--- config.mk ---
export PLATFORM = sky130hd
export DESIGN_NAME = keyed_deque_engine_unit_flat
export DESIGN_NICKNAME = d
export VERILOG_FILES = /design/src/rtl/kde_pkg.sv /design/src/rtl/kde_if.sv /design/src/rtl/kde_ram.sv /design/src/rtl/keyed_deque_engine_unit.sv /design/src/flat_wrapper.sv
export VERILOG_INCLUDE_DIRS = /design/src /design/src/rtl
export SDC_FILE = /design/constraint.sdc
export NUM_CORES = 1
export LEC_CHECK = 0
export BUFFER_PORTS_ARGS = -buffer_cell sky130_fd_sc_hd__buf_2
export CAP_MARGIN = 0
export CORE_MARGIN = 2
export CORE_UTILIZATION = 40
export DETAILED_ROUTE_END_ITERATION = 16
export GPL_TIMING_DRIVEN = 0
export MAX_ROUTING_LAYER = met4
export PLACE_DENSITY = 0.56
export SYNTH_ARGS = -nofsm -noshare
export SYNTH_HDL_FRONTEND = slang
export SYNTH_SLANG_ARGS = --single-unit
--- constraint.sdc ---
create_clock -name clk -period 12.1 [get_ports clk]
set_input_delay 2.42 -clock clk [delete_from_list [all_inputs] [get_ports clk]]
set_output_delay 2.42 -clock clk [all_outputs]
set_load 0.005 [all_outputs]
--- src/rtl/assert_macros.svh ---
// Assertion shorthands used by keyed_deque_engine_unit.
`ifndef ASSERT_MACROS_SVH
`define ASSERT_MACROS_SVH

// Same-cycle implication, checked at every rising edge outside reset.
`define KDE_ASSERT_IMPLY(label, clk, rst_n, ante, cons) \
    label: assert property (@(posedge clk) disable iff (!rst_n) (ante) |-> (cons)) \
        else $error("keyed deque assertion failed");

// Next-cycle implication, checked at every rising edge outside reset.
`define KDE_ASSERT_NEXT(label, clk, rst_n, ante, cons) \
    label: assert property (@(posedge clk) disable iff (!rst_n) (ante) |=> (cons)) \
        else $error("keyed deque assertion failed");

`endif

--- src/rtl/kde_pkg.sv ---
package kde_pkg;

    // Fixed widths of the word fields.
    localparam int OP_W    = 3;
    localparam int PID_W   = 16;
    localparam int AGE_W   = 8;
    localparam int STAT_W  = 2;
    localparam int TOTAL_W = 5;

    // Default sizing of the queue.
    localparam int DEPTH_DEF   = 16;
    localparam int ID_BITS_DEF = 16;

    typedef enum logic [OP_W-1:0] {
        OP_APPEND = 3'd0,
        OP_INSERT = 3'd1,
        OP_POP    = 3'd2,
        OP_DELETE = 3'd3,
        OP_SEARCH = 3'd4,
        OP_LIST   = 3'd5
    } op_t;

    typedef enum logic [STAT_W-1:0] {
        ST_OK       = 2'd0,
        ST_EMPTY    = 2'd1,
        ST_NOTFOUND = 2'd2,
        ST_FULL     = 2'd3
    } status_t;

    typedef enum logic [1:0] {
        S_IDLE,
        S_EXEC,
        S_SHIFT,
        S_OUT
    } state_t;

endpackage

--- src/rtl/kde_if.sv ---
// Request channel: one word per queue operation.
interface kde_req_if;
    import kde_pkg::*;

    logic             valid;
    logic             ready;
    logic [OP_W-1:0]  operation;
    logic [PID_W-1:0] patient_id;
    logic [AGE_W-1:0] patient_age;

    modport source (output valid, output operation, output patient_id,
                    output patient_age, input ready);
    modport sink   (input valid, input operation, input patient_id,
                    input patient_age, output ready);
endinterface

// Response channel: one or more words per operation, the final one flagged by last.
interface kde_rsp_if;
    import kde_pkg::*;

    logic               valid;
    logic               ready;
    logic [STAT_W-1:0]  status;
    logic [PID_W-1:0]   found_id;
    logic [AGE_W-1:0]   found_age;
    logic [TOTAL_W-1:0] entry_total;
    logic               last;

    modport source (output valid, output status, output found_id, output found_age,
                    output entry_total, output last, input ready);
    modport sink   (input valid, input status, input found_id, input found_age,
                    input entry_total, input last, output ready);
endinterface

--- src/rtl/kde_ram.sv ---
// Entry storage: one write port, one read port with registered read data.
module kde_ram #(
    parameter int DEPTH  = kde_pkg::DEPTH_DEF,
    parameter int DATA_W = kde_pkg::ID_BITS_DEF + kde_pkg::AGE_W
) (
    input  logic                     clk,
    input  logic                     wr_en,
    input  logic [$clog2(DEPTH)-1:0] wr_addr,
    input  logic [DATA_W-1:0]        wr_data,
    input  logic [$clog2(DEPTH)-1:0] rd_addr,
    output logic [DATA_W-1:0]        rd_data
);

    logic [DATA_W-1:0] mem [DEPTH];
    logic [DATA_W-1:0] rd_data_reg;

    always_ff @(posedge clk)
    begin
        if (wr_en)
        begin
            mem[wr_addr] <= wr_data;
        end
        rd_data_reg <= mem[rd_addr];
    end

    assign rd_data = rd_data_reg;

endmodule

--- src/rtl/keyed_deque_engine_unit.sv ---
// Bounded double-ended queue with keyed delete and search. Entries (an identifier of
// min(ID_BITS,16) bits and an 8-bit age) live in a circular buffer in a single-port-write,
// single-port-read memory of DEPTH words; the head pointer moves for head insert and pop,
// so append, insert and pop need no walk: each finishes in the working state and then
// goes to the response handshake. Delete and search walk the queue from the head one entry
// per cycle through the memory read port, comparing each stored identifier against the key
// with one shared comparator; a delete that hits an entry short of the tail then closes
// the gap by moving every later entry down one place, one entry per cycle through the same
// read port and the write port. A list walks the queue through the same read port and
// returns one word per entry, reading the next entry only after the consumer takes the
// previous word; each response word is held until the consumer takes it. The request
// channel is ready only when no operation is in progress. Appending or inserting into a
// full queue returns status full, and pop, delete, search or list on an empty queue
// returns status empty; every response word carries the entry count after the operation,
// truncated to 5 bits, and last marks the final word of the operation. Unused operation
// codes return one ok word and change nothing. No clearing pass is needed after reset:
// only entries below the count are ever read.
`include "assert_macros.svh"

module keyed_deque_engine_unit #(
    parameter int DEPTH   = kde_pkg::DEPTH_DEF,
    parameter int ID_BITS = kde_pkg::ID_BITS_DEF
) (
    input  logic      clk,
    input  logic      rst_n,
    kde_req_if.sink   req,
    kde_rsp_if.source rsp
);
    import kde_pkg::*;

    localparam int IDX_W  = $clog2(DEPTH);
    localparam int CNT_W  = $clog2(DEPTH + 1);
    localparam int SUM_W  = CNT_W + 1;
    localparam int KEY_W  = (ID_BITS < PID_W) ? ID_BITS : PID_W;
    localparam int DATA_W = KEY_W + AGE_W;

    localparam logic [CNT_W-1:0] FULL_CNT = CNT_W'(DEPTH);
    localparam logic [CNT_W-1:0] CNT_ONE  = CNT_W'(1);
    localparam logic [IDX_W-1:0] LAST_IDX = IDX_W'(DEPTH - 1);

    // Physical slot of the entry that sits ofs places behind the head.
    function automatic logic [IDX_W-1:0] phys(input logic [IDX_W-1:0] base,
                                              input logic [CNT_W-1:0] ofs);
        logic [SUM_W-1:0] sum;
        sum = SUM_W'(base) + SUM_W'(ofs);
        if (sum >= SUM_W'(DEPTH))
        begin
            sum = sum - SUM_W'(DEPTH);
        end
        return sum[IDX_W-1:0];
    endfunction

    state_t            state_reg, state_next;
    logic [IDX_W-1:0]  head_reg, head_next;
    logic [CNT_W-1:0]  count_reg, count_next;
    logic [CNT_W-1:0]  pos_reg, pos_next;
    logic [OP_W-1:0]   op_reg, op_next;
    logic [KEY_W-1:0]  key_reg, key_next;
    logic [AGE_W-1:0]  age_reg, age_next;
    logic              more_reg, more_next;
    status_t           status_reg, status_next;
    logic [KEY_W-1:0]  fid_reg, fid_next;
    logic [AGE_W-1:0]  fage_reg, fage_next;
    logic              last_reg, last_next;

    logic              wr_en;
    logic [IDX_W-1:0]  wr_addr;
    logic [DATA_W-1:0] wr_data;
    logic [IDX_W-1:0]  rd_addr;
    logic [DATA_W-1:0] rd_data;
    logic [KEY_W-1:0]  rd_key;
    logic [AGE_W-1:0]  rd_age;

    logic is_empty;
    logic is_full;
    logic at_end;
    logic hit;
    logic keyed_op;
    logic exec_stay;
    logic exec_shift;

    // The read port always fetches the entry that pos will point at next cycle, so the
    // data for pos_reg is on rd_data whenever the sequencer looks at it.
    kde_ram #(
        .DEPTH  (DEPTH),
        .DATA_W (DATA_W)
    ) u_ram (
        .clk     (clk),
        .wr_en   (wr_en),
        .wr_addr (wr_addr),
        .wr_data (wr_data),
        .rd_addr (rd_addr),
        .rd_data (rd_data)
    );

    assign rd_key  = rd_data[DATA_W-1:AGE_W];
    assign rd_age  = rd_data[AGE_W-1:0];
    assign rd_addr = phys(head_reg, pos_next);

    // Shared compare unit and queue status.
    assign is_empty = (count_reg == '0);
    assign is_full  = (count_reg == FULL_CNT);
    assign at_end   = ((pos_reg + CNT_ONE) == count_reg);
    assign hit      = (rd_key == key_reg);
    assign keyed_op = (op_reg == OP_DELETE) || (op_reg == OP_SEARCH);

    // The walk continues past a miss until the tail; a delete hit short of the tail
    // starts the compaction pass.
    assign exec_stay  = keyed_op && !is_empty && !hit && !at_end;
    assign exec_shift = (op_reg == OP_DELETE) && !is_empty && hit && !at_end;

    // Next state.
    always_comb
    begin
        state_next = state_reg;
        unique case (state_reg)
            S_IDLE:
            begin
                if (req.valid)
                begin
                    state_next = S_EXEC;
                end
            end
            S_EXEC:
            begin
                if (exec_shift)
                begin
                    state_next = S_SHIFT;
                end
                else if (!exec_stay)
                begin
                    state_next = S_OUT;
                end
            end
            S_SHIFT:
            begin
                if (at_end)
                begin
                    state_next = S_OUT;
                end
            end
            S_OUT:
            begin
                if (rsp.ready)
                begin
                    state_next = more_reg ? S_EXEC : S_IDLE;
                end
            end
            default:
            begin
                state_next = S_IDLE;
            end
        endcase
    end

    // Datapath and memory control.
    always_comb
    begin
        head_next   = head_reg;
        count_next  = count_reg;
        pos_next    = pos_reg;
        op_next     = op_reg;
        key_next    = key_reg;
        age_next    = age_reg;
        more_next   = more_reg;
        status_next = status_reg;
        fid_next    = fid_reg;
        fage_next   = fage_reg;
        last_next   = last_reg;
        wr_en       = 1'b0;
        wr_addr     = phys(head_reg, count_reg);
        wr_data     = {key_reg, age_reg};

        unique case (state_reg)
            S_IDLE:
            begin
                pos_next = '0;
                if (req.valid)
                begin
                    op_next  = req.operation;
                    key_next = req.patient_id[KEY_W-1:0];
                    age_next = req.patient_age;
                end
            end
            S_EXEC:
            begin
                status_next = ST_OK;
                fid_next    = '0;
                fage_next   = '0;
                last_next   = 1'b1;
                more_next   = 1'b0;
                case (op_reg)
                    OP_APPEND:
                    begin
                        if (is_full)
                        begin
                            status_next = ST_FULL;
                        end
                        else
                        begin
                            wr_en      = 1'b1;
                            count_next = count_reg + CNT_ONE;
                        end
                    end
                    OP_INSERT:
                    begin
                        if (is_full)
                        begin
                            status_next = ST_FULL;
                        end
                        else
                        begin
                            head_next  = (head_reg == '0) ? LAST_IDX : head_reg - IDX_W'(1);
                            wr_en      = 1'b1;
                            wr_addr    = head_next;
                            count_next = count_reg + CNT_ONE;
                        end
                    end
                    OP_POP:
                    begin
                        if (is_empty)
                        begin
                            status_next = ST_EMPTY;
                        end
                        else
                        begin
                            fid_next   = rd_key;
                            fage_next  = rd_age;
                            head_next  = phys(head_reg, CNT_ONE);
                            count_next = count_reg - CNT_ONE;
                        end
                    end
                    OP_DELETE, OP_SEARCH:
                    begin
                        if (is_empty)
                        begin
                            status_next = ST_EMPTY;
                        end
                        else if (hit)
                        begin
                            if (op_reg == OP_SEARCH)
                            begin
                                fid_next  = rd_key;
                                fage_next = rd_age;
                            end
                            else if (at_end)
                            begin
                                count_next = count_reg - CNT_ONE;
                            end
                            else
                            begin
                                pos_next = pos_reg + CNT_ONE;
                            end
                        end
                        else if (at_end)
                        begin
                            status_next = ST_NOTFOUND;
                        end
                        else
                        begin
                            pos_next = pos_reg + CNT_ONE;
                        end
                    end
                    OP_LIST:
                    begin
                        if (is_empty)
                        begin
                            status_next = ST_EMPTY;
                        end
                        else
                        begin
                            fid_next  = rd_key;
                            fage_next = rd_age;
                            last_next = at_end;
                            more_next = !at_end;
                        end
                    end
                    default:
                    begin
                        status_next = ST_OK;
                    end
                endcase
            end
            S_SHIFT:
            begin
                // Move the entry at pos one place toward the head.
                wr_en   = 1'b1;
                wr_addr = phys(head_reg, pos_reg - CNT_ONE);
                wr_data = rd_data;
                if (at_end)
                begin
                    count_next = count_reg - CNT_ONE;
                end
                else
                begin
                    pos_next = pos_reg + CNT_ONE;
                end
            end
            S_OUT:
            begin
                if (rsp.ready && more_reg)
                begin
                    pos_next = pos_reg + CNT_ONE;
                end
            end
            default:
            begin
                pos_next = '0;
            end
        endcase
    end

    always_ff @(posedge clk or negedge rst_n)
    begin
        if (!rst_n)
        begin
            state_reg <= S_IDLE;
            head_reg  <= '0;
            count_reg <= '0;
            pos_reg   <= '0;
            more_reg  <= 1'b0;
        end
        else
        begin
            state_reg <= state_next;
            head_reg  <= head_next;
            count_reg <= count_next;
            pos_reg   <= pos_next;
            more_reg  <= more_next;
        end
    end

    always_ff @(posedge clk)
    begin
        op_reg     <= op_next;
        key_reg    <= key_next;
        age_reg    <= age_next;
        status_reg <= status_next;
        fid_reg    <= fid_next;
        fage_reg   <= fage_next;
        last_reg   <= last_next;
    end

    // Channel outputs.
    assign req.ready       = (state_reg == S_IDLE);
    assign rsp.valid       = (state_reg == S_OUT);
    assign rsp.status      = status_reg;
    assign rsp.found_id    = PID_W'(fid_reg);
    assign rsp.found_age   = fage_reg;
    assign rsp.entry_total = TOTAL_W'(count_reg);
    assign rsp.last        = last_reg;

    // The count never exceeds the capacity.
    `KDE_ASSERT_IMPLY(a_count_bound, clk, rst_n, 1'b1, count_reg <= FULL_CNT)
    // No new request word is taken while a response word is pending.
    `KDE_ASSERT_IMPLY(a_one_side, clk, rst_n, req.ready, !rsp.valid)
    // Only a list produces more than one response word.
    `KDE_ASSERT_IMPLY(a_multi_is_list, clk, rst_n, rsp.valid && !rsp.last, op_reg == OP_LIST)
    // After the final word is taken the block is ready again.
    `KDE_ASSERT_NEXT(a_last_frees, clk, rst_n, rsp.valid && rsp.ready && rsp.last, req.ready)

endmodule
--- src/flat_wrapper.sv ---
// flat-port wrapper written by rule: the top's interface ports become plain ports
module keyed_deque_engine_unit_flat import kde_pkg::*;
#(
    parameter int DEPTH   = kde_pkg::DEPTH_DEF,
    parameter int ID_BITS = kde_pkg::ID_BITS_DEF
)
  (clk, rst_n, req_valid, req_operation, req_patient_id, req_patient_age, req_ready, rsp_valid, rsp_status, rsp_found_id, rsp_found_age, rsp_entry_total, rsp_last, rsp_ready);
  kde_req_if req_i ();
  kde_rsp_if rsp_i ();
  input  logic clk;
  input  logic rst_n;
  input wire logic [$bits(req_i.valid)-1:0] req_valid;
  input wire logic [$bits(req_i.operation)-1:0] req_operation;
  input wire logic [$bits(req_i.patient_id)-1:0] req_patient_id;
  input wire logic [$bits(req_i.patient_age)-1:0] req_patient_age;
  output wire logic [$bits(req_i.ready)-1:0] req_ready;
  output wire logic [$bits(rsp_i.valid)-1:0] rsp_valid;
  output wire logic [$bits(rsp_i.status)-1:0] rsp_status;
  output wire logic [$bits(rsp_i.found_id)-1:0] rsp_found_id;
  output wire logic [$bits(rsp_i.found_age)-1:0] rsp_found_age;
  output wire logic [$bits(rsp_i.entry_total)-1:0] rsp_entry_total;
  output wire logic [$bits(rsp_i.last)-1:0] rsp_last;
  input wire logic [$bits(rsp_i.ready)-1:0] rsp_ready;
  assign req_i.valid = req_valid;
  assign req_i.operation = req_operation;
  assign req_i.patient_id = req_patient_id;
  assign req_i.patient_age = req_patient_age;
  assign req_ready = req_i.ready;
  assign rsp_valid = rsp_i.valid;
  assign rsp_status = rsp_i.status;
  assign rsp_found_id = rsp_i.found_id;
  assign rsp_found_age = rsp_i.found_age;
  assign rsp_entry_total = rsp_i.entry_total;
  assign rsp_last = rsp_i.last;
  assign rsp_i.ready = rsp_ready;
  keyed_deque_engine_unit #(.DEPTH(DEPTH), .ID_BITS(ID_BITS)) u_core (.clk(clk), .rst_n(rst_n), .req(req_i), .rsp(rsp_i));
endmodule
==> reports/qor.tcl <==
set qor(via_count) 9740
set qor(rsz0062_at_grt) {false}
set qor(postSynthNetCount) 1076
set qor(antenna-diode-count) 0
set qor(setup.worst_path.end_class) {flop}
set qor(cts.sinks) 479
set qor(core_region_area_um2) 47900
set qor(layout.cells.most_common_list) {438 x sky130_fd_sc_hd__edfxtp_1, 96 x sky130_fd_sc_hd__mux4_2, 77 x sky130_fd_sc_hd__mux2i_1}
set qor(cts_tree) {done}
set qor(grt_start_max_net_pins) 25
set qor(drive_gt1_share_pct) 26.1
set qor(antenna_left) 0
set qor(setup_violations) 0
set qor(max-cap-violations) 0
set qor(max_slew.worst_pin.slew_ns) 1.23
set qor(relSlewSlack_pct) 17.6
set qor(io_buffer_count) 64
set qor(cts_hold_repair.buffers) 0
set qor(period_needed_ns) 6.02
set qor(crit_fanout) 10
set qor(gp_congestion) 0.818
set qor(cts_setup_buffers) 0
set qor(most_common_library_cell_in_the_layout_ignoring_fill_and_taps) {sky130_fd_sc_hd__edfxtp_1}
set qor(post_synth_instance_area_um2) 19500
set qor(drt-pass1-iter-count) 5
set qor(ys_dominant_reg_cell) {sky130_fd_sc_hd__edfxtp_1}
set qor(finalClockSkew_ns) 0.0206
set qor(layout.cell_area.non_filler_um2) 22800
set qor(synth_seq_cells) 479
set qor(placedInstanceArea_um2) 21100
set qor(area_share_of_the_largest_cell_type_after_synthesis_pct) 67.5
set qor(slew_violations) 0
set qor(synthesis.yosys.warnings) 0
set qor(detail_route.iter0.violations) 799
set qor(track_usage_pct) 18.8
set qor(layout.nets) 1209
set qor(h-tree-depth) 2
set qor(ys_top_cells_by_area) {sky130_fd_sc_hd__edfxtp_1 67%, sky130_fd_sc_hd__mux4_2 11%, sky130_fd_sc_hd__mux2i_1 4.0%}
set qor(final.fill_count) 3950
set qor(flow.area_growth_from_synthesis_pct) 17.1
set qor(synth_enable_flop_cells) 438
set qor(min-delay-path-class) {reg -> reg}
set qor(worst_setup_path_start_kind) {flop}
set qor(grt_pass1_wl_mm) 66.5
set qor(placementRows) 80
set qor(via_per_inst) 5.38
set qor(cts-resized-gates) 0
set qor(crit_required_ns) 12.56
set qor(post_synthesis_cells) 1021
set qor(die_area_um2) 50500
set qor(outcome) {complete, no violations}
set qor(cts_inserted_buffers) 52
set qor(cp.arrival_ns) 6.48
set qor(postLayoutSetupSlackWorst_ns) 6.08
set qor(synth_seq_area_share_pct) 72.1
set qor(fin_tns_setup_ns) 0
set qor(finalWirelength_mm) 44.9
set qor(grt_antenna_before_repair) 0
set qor(synth_top_cell_by_area) {sky130_fd_sc_hd__edfxtp_1}
set qor(netlist-cell-type-count) 61
set qor(place_worst_setup_slack_ns) 5.41
set qor(drc_errors) 0
set qor(io-pin-count) 65
set qor(clk_latency_ns) 0.60
set qor(die_h_um) 225
set qor(avgSynthCellArea_um2) 19.1
set qor(cts_root_buffer) {sky130_fd_sc_hd__clkbuf_16}
set qor(part_of_the_cycle_the_worst_path_needs_pct) 49.7
set qor(max-clock-path-buffers) 3
set qor(clock_pin_slew_reported_for_the_worst_setup_and_hold_paths_after_clock_tree_synthesis_ns) 0.06
set qor(ys_async_sr_fraction_pct) 3.55
set qor(achievable-frequency_ghz) 0.166
set qor(placed_cells) 1715
set qor(detailed_place_hpwl_mm) 28.9
set qor(avgRoutedWirePerCell_um) 24.8
set qor(initial_core_util_pct) 40.7
set qor(crit_type) {reg -> reg}
set qor(final_cells) 1812
set qor(largest_register_ffs) 384
set qor(global_route.overflow_total) 0
set qor(vias_in_the_first_global_route) 10300
set qor(die_x_um) 225
set qor(final_hold_viol_count) 0
-- metrics by stage --
| stage | hold WS [ns] | utilization, % |
|---|---|---|
| floorplan | 0.499 | - |
| global placement | 0.509 | 42.9 |
| detailed placement | 0.515 | 44.0 |
| CTS | 0.529 | 47.6 |
| global route | 0.558 | 47.6 |
| finish | 0.527 | 47.6 |
-- final cells by class --
type	instances	area, um^2	area share, %
tap	615	769	3.37
buffer	46	205	0.899
clock inverter	24	285	1.25
sequential	479	14100	61.6
inverter	19	71.3	0.313
timing repair buffer	79	703	3.08
clock buffer	73	1460	6.40
multi-input combinational	477	5270	23.1
-- kinds of logic after synthesis --
family / count (synthesis) / synth area share, %
mux: 197 / 16.4
simple gates: 140 / 3.84
flops: 479 / 72.1
xor+xnor: 37 / 1.83
compound gates: 79 / 2.71
fa+ha+maj: 24 / 1.66
buf+inv: 65 / 1.42
-- cell usage after synthesis, drive strengths merged (4+ instances only) --
| master | number |
|---|---|
| mux4 | 96 |
| mux2i | 77 |
| a21oi | 22 |
| nor2 | 28 |
| mux2 | 24 |
| xnor2 | 14 |
| nor2b | 11 |
| o22ai | 4 |
| xor2 | 22 |
| o21ai | 18 |
| buf | 15 |
| dfxtp | 24 |
| nand3 | 9 |
| ha | 21 |
| a221oi | 4 |
| and2 | 32 |
| inv | 19 |
| nand2b | 11 |
| nor4 | 4 |
| clkbuf | 31 |
| nand2 | 23 |
| edfxtp | 438 |
| nor3 | 9 |
| a31oi | 4 |
| dfrtp | 17 |
-- final timing paths --
path	to	slack, ns	cells past startpoint	startpoint
max	u_core.u_ram.rd_data[7]$_DFF_P_	6.08	15	u_core.key_reg[15]$_DFFE_PP_
min	u_core.rsp.found_age[5]$_DFFE_PP_	0.53	1	u_core.u_ram.rd_data[5]$_DFF_P_
max reg2reg	u_core.u_ram.rd_data[7]$_DFF_P_	6.08	15	u_core.key_reg[15]$_DFFE_PP_
min reg2reg	u_core.rsp.found_age[5]$_DFFE_PP_	0.53	1	u_core.u_ram.rd_data[5]$_DFF_P_
max in group asynchronous	u_core.state_reg[0]$_DFFE_PN0P_	9.98	1	rst_n
min in group asynchronous	u_core.rsp.entry_total[4]$_DFFE_PN0P_	1.77	1	rst_n
-- metal layers --
| metal | share of wire (%) | up-vias | global-route usage [%] |
|---|---|---|---|
| li1 | - | 4351 | - |
| met5 | 0 | - | - |
| met4 | 1.6 | 0 | 4.83 |
| met2 | 50 | 258 | 30.7 |
| met3 | 4.9 | 59 | 3.19 |
| met1 | 44 | 5072 | 24.6 |
-- worst max-delay path, cell delays in order, from the launching register on --
cell,delay [ns]
sky130_fd_sc_hd__edfxtp_1,0.41
sky130_fd_sc_hd__xor2_1,0.25
sky130_fd_sc_hd__nor4_1,0.46
sky130_fd_sc_hd__nand4_1,0.52
sky130_fd_sc_hd__a21oi_1,0.31
sky130_fd_sc_hd__nand2b_1,0.18
sky130_fd_sc_hd__a221o_1,0.22
sky130_fd_sc_hd__nor2_1,0.06
sky130_fd_sc_hd__a211oi_1,0.37
sky130_fd_sc_hd__ha_1,0.25
sky130_fd_sc_hd__clkbuf_1,0.25
sky130_fd_sc_hd__buf_1,0.70
sky130_fd_sc_hd__clkbuf_1,0.92
sky130_fd_sc_hd__mux4_2,0.62
sky130_fd_sc_hd__mux2i_1,0.23
sky130_fd_sc_hd__mux2i_1,0.11
Power is not shown: default switching activity piles up to over one toggle a cycle in this logic, so the estimate is an artifact.
